==> src/hw/rtl/bis_pkg.sv <==
`timescale 1ns / 1ps

package bis_pkg;

  localparam int PIX_W      = 16;
  localparam int ADDR_W     = 18;
  localparam int POS_W      = 17;
  localparam int DIM_W      = 10;
  localparam int OUT_W      = 24;
  localparam int DIM_MIN    = 2;
  localparam int DIM_RESET  = 512;
  localparam int S_TDATA_W  = 72;
  localparam int M_TDATA_W  = 24;

  // Transaction kinds on the input channel.
  localparam logic OP_LOAD  = 1'b0;
  localparam logic OP_QUERY = 1'b1;

  // Configuration register indexes.
  localparam logic CFG_IDX_WIDTH  = 1'b0;
  localparam logic CFG_IDX_HEIGHT = 1'b1;

  // Per-query flags that ride along with the arithmetic.
  typedef struct packed {
    logic oob;
    logic last;
  } bis_tag_t;

endpackage

==> src/hw/rtl/bis_interp.sv <==
`timescale 1ns / 1ps

module bis_interp #(
  parameter int FRAC_BITS = 8
) (
  input  logic                            clk_i,
  input  logic                            rst_ni,
  input  logic                            in_valid_i,
  output logic                            in_ready_o,
  input  bis_pkg::bis_tag_t               in_tag_i,
  input  logic [FRAC_BITS-1:0]            in_fx_i,
  input  logic [FRAC_BITS-1:0]            in_fy_i,
  input  logic [3:0][bis_pkg::PIX_W-1:0]  in_pix_i,
  output logic                            out_valid_o,
  input  logic                            out_ready_i,
  output logic [bis_pkg::OUT_W-1:0]       out_sample_o,
  output logic                            out_oob_o,
  output logic                            out_last_o
);

  localparam int WT_W  = FRAC_BITS + 1;
  localparam int T_W   = bis_pkg::PIX_W + FRAC_BITS;
  localparam int R_W   = bis_pkg::PIX_W + 2 * FRAC_BITS;
  localparam int SUM_W = (R_W + 1 > FRAC_BITS + bis_pkg::OUT_W) ?
                         R_W + 1 : FRAC_BITS + bis_pkg::OUT_W;
  localparam logic [WT_W-1:0]  ONE  = WT_W'(1) << FRAC_BITS;
  localparam logic [SUM_W-1:0] HALF = SUM_W'(1) << (FRAC_BITS - 1);

  logic                       vd_q;
  logic                       ve_q;
  logic                       vf_q;
  logic                       vo_q;
  logic                       rdy_d;
  logic                       rdy_e;
  logic                       rdy_f;
  logic                       rdy_o;

  logic [WT_W-1:0]            gx_d;
  logic [WT_W-1:0]            fx_w;
  logic [3:0][T_W-1:0]        t_q;
  logic [WT_W-1:0]            gy_d_q;
  logic [WT_W-1:0]            fy_d_q;
  bis_pkg::bis_tag_t          tag_d_q;

  logic [1:0][T_W-1:0]        s_q;
  logic [WT_W-1:0]            gy_e_q;
  logic [WT_W-1:0]            fy_e_q;
  bis_pkg::bis_tag_t          tag_e_q;

  logic [1:0][R_W-1:0]        r_q;
  bis_pkg::bis_tag_t          tag_f_q;

  logic [SUM_W-1:0]           sum_f;
  logic [bis_pkg::OUT_W-1:0]  sample_q;
  bis_pkg::bis_tag_t          tag_o_q;

  assign rdy_o      = !vo_q || out_ready_i;
  assign rdy_f      = !vf_q || rdy_o;
  assign rdy_e      = !ve_q || rdy_f;
  assign rdy_d      = !vd_q || rdy_e;
  assign in_ready_o = rdy_d;

  always_ff @(posedge clk_i or negedge rst_ni) begin
    if (!rst_ni) begin
      vd_q <= 1'b0;
      ve_q <= 1'b0;
      vf_q <= 1'b0;
      vo_q <= 1'b0;
    end else begin
      if (rdy_d) begin
        vd_q <= in_valid_i;
      end
      if (rdy_e) begin
        ve_q <= vd_q;
      end
      if (rdy_f) begin
        vf_q <= ve_q;
      end
      if (rdy_o) begin
        vo_q <= vf_q;
      end
    end
  end

  // Horizontal weighting of each neighbor.
  assign fx_w = WT_W'(in_fx_i);
  assign gx_d = ONE - fx_w;

  always_ff @(posedge clk_i) begin
    if (rdy_d) begin
      t_q[0]  <= T_W'(T_W'(in_pix_i[0]) * T_W'(gx_d));
      t_q[1]  <= T_W'(T_W'(in_pix_i[1]) * T_W'(fx_w));
      t_q[2]  <= T_W'(T_W'(in_pix_i[2]) * T_W'(gx_d));
      t_q[3]  <= T_W'(T_W'(in_pix_i[3]) * T_W'(fx_w));
      gy_d_q  <= ONE - WT_W'(in_fy_i);
      fy_d_q  <= WT_W'(in_fy_i);
      tag_d_q <= in_tag_i;
    end
  end

  // A row sum is at most the largest pixel times one, so it fits T_W bits.
  always_ff @(posedge clk_i) begin
    if (rdy_e) begin
      s_q[0]  <= t_q[0] + t_q[1];
      s_q[1]  <= t_q[2] + t_q[3];
      gy_e_q  <= gy_d_q;
      fy_e_q  <= fy_d_q;
      tag_e_q <= tag_d_q;
    end
  end

  always_ff @(posedge clk_i) begin
    if (rdy_f) begin
      r_q[0]  <= R_W'(R_W'(s_q[0]) * R_W'(gy_e_q));
      r_q[1]  <= R_W'(R_W'(s_q[1]) * R_W'(fy_e_q));
      tag_f_q <= tag_e_q;
    end
  end

  // Round to nearest with halves going up, then drop the extra fraction bits.
  assign sum_f = SUM_W'(r_q[0]) + SUM_W'(r_q[1]) + HALF;

  always_ff @(posedge clk_i) begin
    if (rdy_o) begin
      sample_q <= tag_f_q.oob ? '0 : sum_f[FRAC_BITS +: bis_pkg::OUT_W];
      tag_o_q  <= tag_f_q;
    end
  end

  assign out_valid_o  = vo_q;
  assign out_sample_o = sample_q;
  assign out_oob_o    = tag_o_q.oob;
  assign out_last_o   = tag_o_q.last;

endmodule

==> config.mk <==
export PLATFORM = sky130hd
export DESIGN_NAME = bis_interp
export DESIGN_NICKNAME = d
export VERILOG_FILES = /design/src/hw/rtl/bis_pkg.sv /design/src/hw/rtl/bis_interp.sv
export SDC_FILE = /design/constraint.sdc
export NUM_CORES = 2
export LEC_CHECK = 0
export ABC_AREA = 1
export BUFFER_PORTS_ARGS = -buffer_cell sky130_fd_sc_hd__clkbuf_2
export CAP_MARGIN = 20
export CORE_ASPECT_RATIO = 1.25
export CORE_MARGIN = 5
export CORE_UTILIZATION = 60
export DETAILED_ROUTE_END_ITERATION = 16
export PLACE_DENSITY = 0.77
export SKIP_CTS_REPAIR_TIMING = 1
export SYNTH_ARGS = -nofsm -noshare
export SYNTH_HDL_FRONTEND = slang
export SYNTH_SLANG_ARGS = --single-unit
==> constraint.sdc <==
create_clock -name clk_i -period 8.94 [get_ports clk_i]
set_input_delay 0.447 -clock clk_i [delete_from_list [all_inputs] [get_ports clk_i]]
set_output_delay 0.447 -clock clk_i [all_outputs]
set_load 0.005 [all_outputs]
Yosys cells after proc, flatten, opt, wreduce, memory -nomap -nowiden
Cells that the tools add are included.
- memories: 0
- latch bits: 0
- memory bits (writable): 0
- input bits: 86
- output and inout port bits: 28
- flip-flop bits (word level): 278
- bits in read-only memories: 0
- reductions and logical operators: 8
- bitwise logic cells: 0
- eq/ne operators: 0
- add/subtract/negate cells: 6
- muxes and demuxes: 0
- shift operators: 0
- divide/modulo/power cells: 0
- $lt $le $gt $ge: 0
- $mul: 6
- operators with widths (operator ; number):
    $add 24x24->24 ; 2
    $mul 16x8->24 ; 2
    $mul 16x9->24 ; 2
    $add 32x32->32 ; 1
    $add 32x8->32 const B ; 1
    $mul 24x8->32 ; 1
    $mul 24x9->32 ; 1
    $sub 9x8->9 const A ; 2
    $logic_not 1->1 ; 4
    $logic_or 1x1->1 ; 4

Depth between registers and ports, before layout
- depth in word-level cells: 5
- depth in mapped cells: 34
- gate-level depth less buffers: 31

Worst setup path before layout
No wires, ideal clock.
- kind: in2reg
- start point: input port out_ready_i
- end point: register fy_d_q[1], enable pin
- stages: 6
- path buffers: 0
- setup time: 0.480 ns
- arrival time: 5.153 ns
- setup slack: 3.307 ns
- cell sequence: nor2_1 inv_1 nor2_1 inv_1 nor2_1 nand2_1
- longest elaborated chain between the ends: 4
- ends and longest elaborated chain (what ; RTL line ; text):
    start, declared ; bis_interp.sv:15 ; input logic out_ready_i,
    $logic_or 1x1->1 ; bis_interp.sv:57 ; assign rdy_o = !vo_q || out_ready_i;
    net rdy_o ; bis_interp.sv:36 ; logic rdy_o;
    $logic_or 1x1->1 ; bis_interp.sv:58 ; assign rdy_f = !vf_q || rdy_o;
    net rdy_f ; bis_interp.sv:35 ; logic rdy_f;
    $logic_or 1x1->1 ; bis_interp.sv:59 ; assign rdy_e = !ve_q || rdy_f;
    $logic_or 1x1->1 ; bis_interp.sv:60 ; assign rdy_d = !vd_q || rdy_e;
    net in_ready_o ; bis_interp.sv:9 ; output logic in_ready_o,
    end signal, assigned ; bis_interp.sv:96 ; fy_d_q <= WT_W'(in_fy_i);
    end, declared ; bis_interp.sv:42 ; logic [WT_W-1:0] fy_d_q;
The timed path passes the listed nets, and every way through them passes these cells.
A chain may end at the register's enable or synchronous reset.

Final worst setup path
- start point: input port in_fx_i[1]
- end point: register t_q[20] (netlist name), data pin
- longest elaborated chain between the ends: 2
- ends and longest elaborated chain (what ; RTL line ; text):
    start, declared ; bis_interp.sv:11 ; input logic [FRAC_BITS-1:0] in_fx_i,
    $sub 9x8->9 ; bis_interp.sv:87 ; assign gx_d = ONE - fx_w;
    $mul 16x9->24 ; bis_interp.sv:91 ; t_q[0] <= T_W'(T_W'(in_pix_i[0]) * T_W'(gx_d));
    end, declared ; bis_interp.sv:40 ; logic [3:0][T_W-1:0] t_q;
No other way between the ends.

==> flow_summary.html <==
<table>
<tr><th>Metric</th><th>Value</th></tr>
<tr><th colspan="2">Placed design</th></tr>
<tr><td>Count of port buffers added during placement</td><td>113</td></tr>
<tr><td>Routability cong.</td><td>between 0.9 and 1</td></tr>
<tr><td>Placed cell count</td><td>~6.6k</td></tr>
<tr><td>Placed standard-cell area</td><td>~0.046 mm^2</td></tr>
<tr><td>HPWL after DPL</td><td>approximately 93 mm</td></tr>
<tr><td>Setup slack after placement</td><td>around 2500 ps</td></tr>
<tr><th colspan="2">STA</th></tr>
<tr><td>Setup TNS after final layout</td><td>0 ps</td></tr>
<tr><td>Setup repair after global routing missed its margin</td><td>false</td></tr>
<tr><td>Clock period minus worst slack</td><td>5863 ps</td></tr>
<tr><td>Final hold viol count</td><td>0</td></tr>
<tr><td>Final cycle utilization of the critical path</td><td>0.6558</td></tr>
<tr><td>Slew at the pin closest to its max-slew limit</td><td>1153 ps</td></tr>
<tr><td>Total setup violations reported at the end of the flow</td><td>0</td></tr>
<tr><td>Max Clk Rate</td><td>0.1706 GHz</td></tr>
<tr><td>Final setup margin</td><td>a little over 3000 ps</td></tr>
<tr><td>Max Transition Viols Final</td><td>0</td></tr>
<tr><td>Max_slew headroom</td><td>0.2314</td></tr>
<tr><td>Final worst clock skew</td><td>approximately 30 ps</td></tr>
<tr><th colspan="2">Route</th></tr>
<tr><td>Routed WL</td><td>around 110 mm</td></tr>
<tr><td>Via total after detailed routing</td><td>around 36k</td></tr>
<tr><td>Vias per inst</td><td>about 5.4</td></tr>
<tr><td>DRC errors left</td><td>0</td></tr>
<tr><td>Antenna violation net count after detailed routing</td><td>0</td></tr>
<tr><td>First-pass iteration count of the detailed router</td><td>6</td></tr>
<tr><td>WL/cell</td><td>16.77 um</td></tr>
<tr><td>DRC marker count from the first detailed-route iteration</td><td>2,265</td></tr>
<tr><th colspan="2">Clocking</th></tr>
<tr><td>Maximum buffer depth of the clock tree</td><td>3</td></tr>
<tr><td>Clock latency of the later-clocked register in the worst-skew pair</td><td>approximately 600 ps</td></tr>
<tr><td>Number of H-tree levels</td><td>1</td></tr>
<tr><td>Number of buffers inserted during clock tree synthesis</td><td>29</td></tr>
<tr><td>Clock sink count</td><td>276</td></tr>
<tr><td>CTS tree</td><td>done</td></tr>
<tr><td>Worst-path clk slew</td><td>60 ps</td></tr>
<tr><td>Cell chosen for the clock root</td><td>sky130_fd_sc_hd__clkbuf_16</td></tr>
<tr><th colspan="2">Setup path</th></tr>
<tr><td>Worst path arrival time</td><td>6190 ps</td></tr>
<tr><td>Type of the setup path with the least slack</td><td>in2reg</td></tr>
<tr><td>Ordered list of cells on the worst path</td><td>clkbuf_2 &gt; buf_4 &gt; inv_1 &gt; ha_1 &gt; nand2_2 &gt; nor2_4 &gt; nand2_1 &gt; nand2_1 &gt; inv_1 &gt; nand2_1 &gt; fa_1 &gt; inv_1 &gt; fa_1 &gt; fa_1 &gt; inv_1 &gt; fa_1 &gt; inv_1 &gt; ha_1 &gt; a21oi_1 &gt; o21ai_0 &gt; a211oi_1 &gt; nand2_1 &gt; nand2_1 &gt; nand2_1</td></tr>
<tr><td>Logic depth of the worst setup path including buffers</td><td>24</td></tr>
<tr><td>Critical Path Slowest Stage Cell</td><td>sky130_fd_sc_hd__nand2_1</td></tr>
<tr><td>Top cell family by delay on the critical path</td><td>adder cells</td></tr>
<tr><td>R2R Path Start</td><td>gy_e_q[0]</td></tr>
<tr><td>Critical path required time</td><td>9270 ps</td></tr>
<tr><td>Worst R2R Setup Slack</td><td>roughly 3600 ps</td></tr>
<tr><td>Origin of the worst setup path</td><td>in_fx_i[1]</td></tr>
<tr><td>Startpoint type of the worst setup path</td><td>input port</td></tr>
<tr><td>Most Frequent Cell on Critical Path</td><td>sky130_fd_sc_hd__nand2_1</td></tr>
<tr><td>Endpoint of the worst setup timing path</td><td>t_q[20]</td></tr>
<tr><td>Number of buffers and inverters on the critical path</td><td>7</td></tr>
<tr><td>Path depth of the worst reg2reg path</td><td>19</td></tr>
<tr><td>Top fanout value on the critical path</td><td>34</td></tr>
<tr><td>RR Endpoint</td><td>r_q[26]</td></tr>
<tr><td>Crit-path max cell delay</td><td>560 ps</td></tr>
<tr><td>Setup crit end kind</td><td>flop</td></tr>
<tr><th colspan="2">Floorplanning</th></tr>
<tr><td>IO Count</td><td>114</td></tr>
<tr><td>Overall die area</td><td>0.07999 mm^2</td></tr>
<tr><td>CORE AREA</td><td>between 0.07 and 0.08 mm^2</td></tr>
<tr><td>Site row count</td><td>roughly 110</td></tr>
<tr><td>Die Height</td><td>about 310 um</td></tr>
<tr><td>Floorplan die width</td><td>between 200 and 300 um</td></tr>
<tr><td>Initial core utilization</td><td>0.6065</td></tr>
<tr><th colspan="2">Yosys</th></tr>
<tr><td>Biggest area consumer among synthesized cells</td><td>sky130_fd_sc_hd__fa_1</td></tr>
<tr><td>Syn Nets</td><td>6,832</td></tr>
<tr><td>Share of the yosys chip area belonging to registers</td><td>0.1852</td></tr>
<tr><td>Post-synthesis instance area</td><td>0.04464 mm^2</td></tr>
<tr><td>Number of register bits inferred by synthesis</td><td>~280</td></tr>
<tr><td>Number of distinct standard cells referenced by the synthesized netlist</td><td>42</td></tr>
<tr><td>Synth warnings</td><td>0</td></tr>
<tr><td>Most common flop cell mapped by yosys</td><td>sky130_fd_sc_hd__edfxtp_1</td></tr>
<tr><td>Average cell area after synthesis</td><td>7.818 um^2</td></tr>
<tr><td>Cell types with the largest area share after synthesis</td><td>sky130_fd_sc_hd__fa_1 29%, sky130_fd_sc_hd__edfxtp_1 18%, sky130_fd_sc_hd__nand2_1 13%</td></tr>
<tr><td>Share of async-settable or async-resettable flops after synthesis</td><td>0.01449</td></tr>
<tr><td>Number of enable flip-flop cells after synthesis</td><td>roughly 270</td></tr>
<tr><td>Area share of the leading cell type in the synthesized netlist</td><td>0.2924</td></tr>
<tr><td>Synthesized instance count</td><td>about 5.7k</td></tr>
<tr><th colspan="2">Final layout</th></tr>
<tr><td>Net count of the finished layout</td><td>just under 7k</td></tr>
<tr><td>Post-route design area</td><td>about 0.047 mm^2</td></tr>
<tr><td>Layout Area Growth over Synthesis</td><td>4.681%</td></tr>
<tr><td>Number of non-filler instances in the completed layout</td><td>6,688</td></tr>
<tr><td>Layout cell share with drive strength beyond 1</td><td>0.03791</td></tr>
<tr><th colspan="2">Hold path</th></tr>
<tr><td>Startpoint of the worst hold path</td><td>in_tag_i[1]</td></tr>
<tr><td>Kind of path behind the tightest hold check</td><td>in2reg</td></tr>
<tr><th colspan="2">GRT</th></tr>
<tr><td>Wire length of the first global-routing pass</td><td>185.3 mm</td></tr>
<tr><td>Vias in the first global route</td><td>around 38k</td></tr>
<tr><td>Maximum number of pins on one net before global-route repair</td><td>between 60 and 70</td></tr>
<tr><td>Remaining global-route overflow</td><td>0</td></tr>
<tr><td>Overall routing resource usage</td><td>0.2859</td></tr>
<tr><td>Number of antenna violations at the first check in global routing</td><td>9</td></tr>
<tr><th colspan="2">Job</th></tr>
<tr><td>Max capacitance violation total</td><td>0</td></tr>
<tr><th colspan="2">Run status</th></tr>
<tr><td>Status</td><td>complete, no violations</td></tr>
</table>
==> flip-flops by register name (all words and copies together) (netlist names) <==
signal,flops
t_q,96
r_q,64
s_q,48
out_sample_o,24
gy_d_q,9
gy_e_q,9
fy_d_q,7
fy_e_q,7
tag_d_q,2
tag_e_q,2
tag_f_q,2
out_last_o,1
out_oob_o,1
out_valid_o,1
vd_q,1
ve_q,1
vf_q,1
==> metal layers <==
metal | track usage | routed length [um] | vias up
met2 | 0.5280 | 57730 | 1172
met4 | 0.1184 | 5265 | 10
met5 | 0 | 54 | -
met3 | 0.03894 | 6668 | 319
met1 | 0.3322 | 42430 | 17250
li1 | - | - | 17070
==> cells in the mapped netlist (2+ instances only) <==
master / count
sky130_fd_sc_hd__buf_1: 14
sky130_fd_sc_hd__nand3_1: 178
sky130_fd_sc_hd__xnor2_1: 37
sky130_fd_sc_hd__o21a_1: 9
sky130_fd_sc_hd__buf_6: 5
sky130_fd_sc_hd__a31oi_1: 5
sky130_fd_sc_hd__xor2_1: 108
sky130_fd_sc_hd__nand2_1: 1586
sky130_fd_sc_hd__a21o_1: 19
sky130_fd_sc_hd__nand2_2: 2
sky130_fd_sc_hd__edfxtp_1: 272
sky130_fd_sc_hd__nand4_1: 40
sky130_fd_sc_hd__a211oi_1: 4
sky130_fd_sc_hd__nor2_2: 21
sky130_fd_sc_hd__buf_2: 4
sky130_fd_sc_hd__a21boi_0: 7
sky130_fd_sc_hd__clkbuf_2: 35
sky130_fd_sc_hd__nor2_1: 404
sky130_fd_sc_hd__o21bai_1: 18
sky130_fd_sc_hd__and3_1: 4
sky130_fd_sc_hd__nor3_1: 44
sky130_fd_sc_hd__o21ai_1: 4
sky130_fd_sc_hd__and2_1: 4
sky130_fd_sc_hd__a21oi_1: 216
sky130_fd_sc_hd__nor4_1: 7
sky130_fd_sc_hd__clkbuf_1: 112
sky130_fd_sc_hd__o21ai_0: 100
sky130_fd_sc_hd__nor2_4: 2
sky130_fd_sc_hd__inv_1: 1383
sky130_fd_sc_hd__ha_1: 384
sky130_fd_sc_hd__inv_2: 4
sky130_fd_sc_hd__nand3b_1: 8
sky130_fd_sc_hd__or2_2: 5
sky130_fd_sc_hd__o211ai_1: 3
sky130_fd_sc_hd__dfrtp_1: 4
sky130_fd_sc_hd__fa_1: 652
==> cells in the final DEF, fill, tap and decap left out, drive strengths merged, types with 18 or more instances in the layout <==
cell type / instances
clkbuf: 145
a21o: 19
nor2: 427
o21bai: 18
xnor2: 37
nand4: 40
nor3: 45
inv: 1390
a21oi: 216
nand3: 178
nand2: 1588
ha: 384
o21ai: 105
xor2: 108
edfxtp: 272
fa: 652
==> cell type report <==
| class | count | area, um^2 |
|---|---|---|
| Multi-Input combinational cell | 3875 | 30440 |
| Fill cell | 6448 | 26880 |
| Sequential cell | 276 | 8268 |
| Inverter | 1389 | 5218 |
| Tap cell | 960 | 1201 |
| Clock buffer | 32 | 737.0 |
| Timing Repair Buffer | 130 | 695.7 |
| Clock inverter | 22 | 162.7 |
| Antenna cell | 4 | 10.01 |
==> kinds of logic after synthesis <==
| logic type | after synthesis | synth area share |
|---|---|---|
| AND/OR/NAND/NOR | 2307 | 0.2062 |
| buffers and inverters | 1559 | 0.1331 |
| adder cells (fa/ha/maj) | 1036 | 0.4000 |
| AO/OA/AOI/OAI | 387 | 0.04700 |
| flip-flops | 276 | 0.1852 |
| XOR/XNOR | 145 | 0.02845 |
==> through the flow <==
step,hold WS (ps),util
2_1_floorplan,151.4,-
3_3_place_gp,260.7,0.6224
3_5_place_dp,264.6,0.6224
4_1_cts,-378.2,0.6346
5_1_grt,6.992,0.6347
6_report,33.36,0.6348
==> worst min path at each step <==
stage,end,slack (ps),cells past startpoint
floorplan,out_valid_o,150,0
global placement,ve_q,260,1
detailed placement,ve_q,260,1
CTS,vd_q,-380,1
global route,tag_d_q[0],7,1
finish,tag_d_q[1],30,1
Power is not shown: default switching activity piles up to over one toggle a cycle in this logic, so the estimate is an artifact.
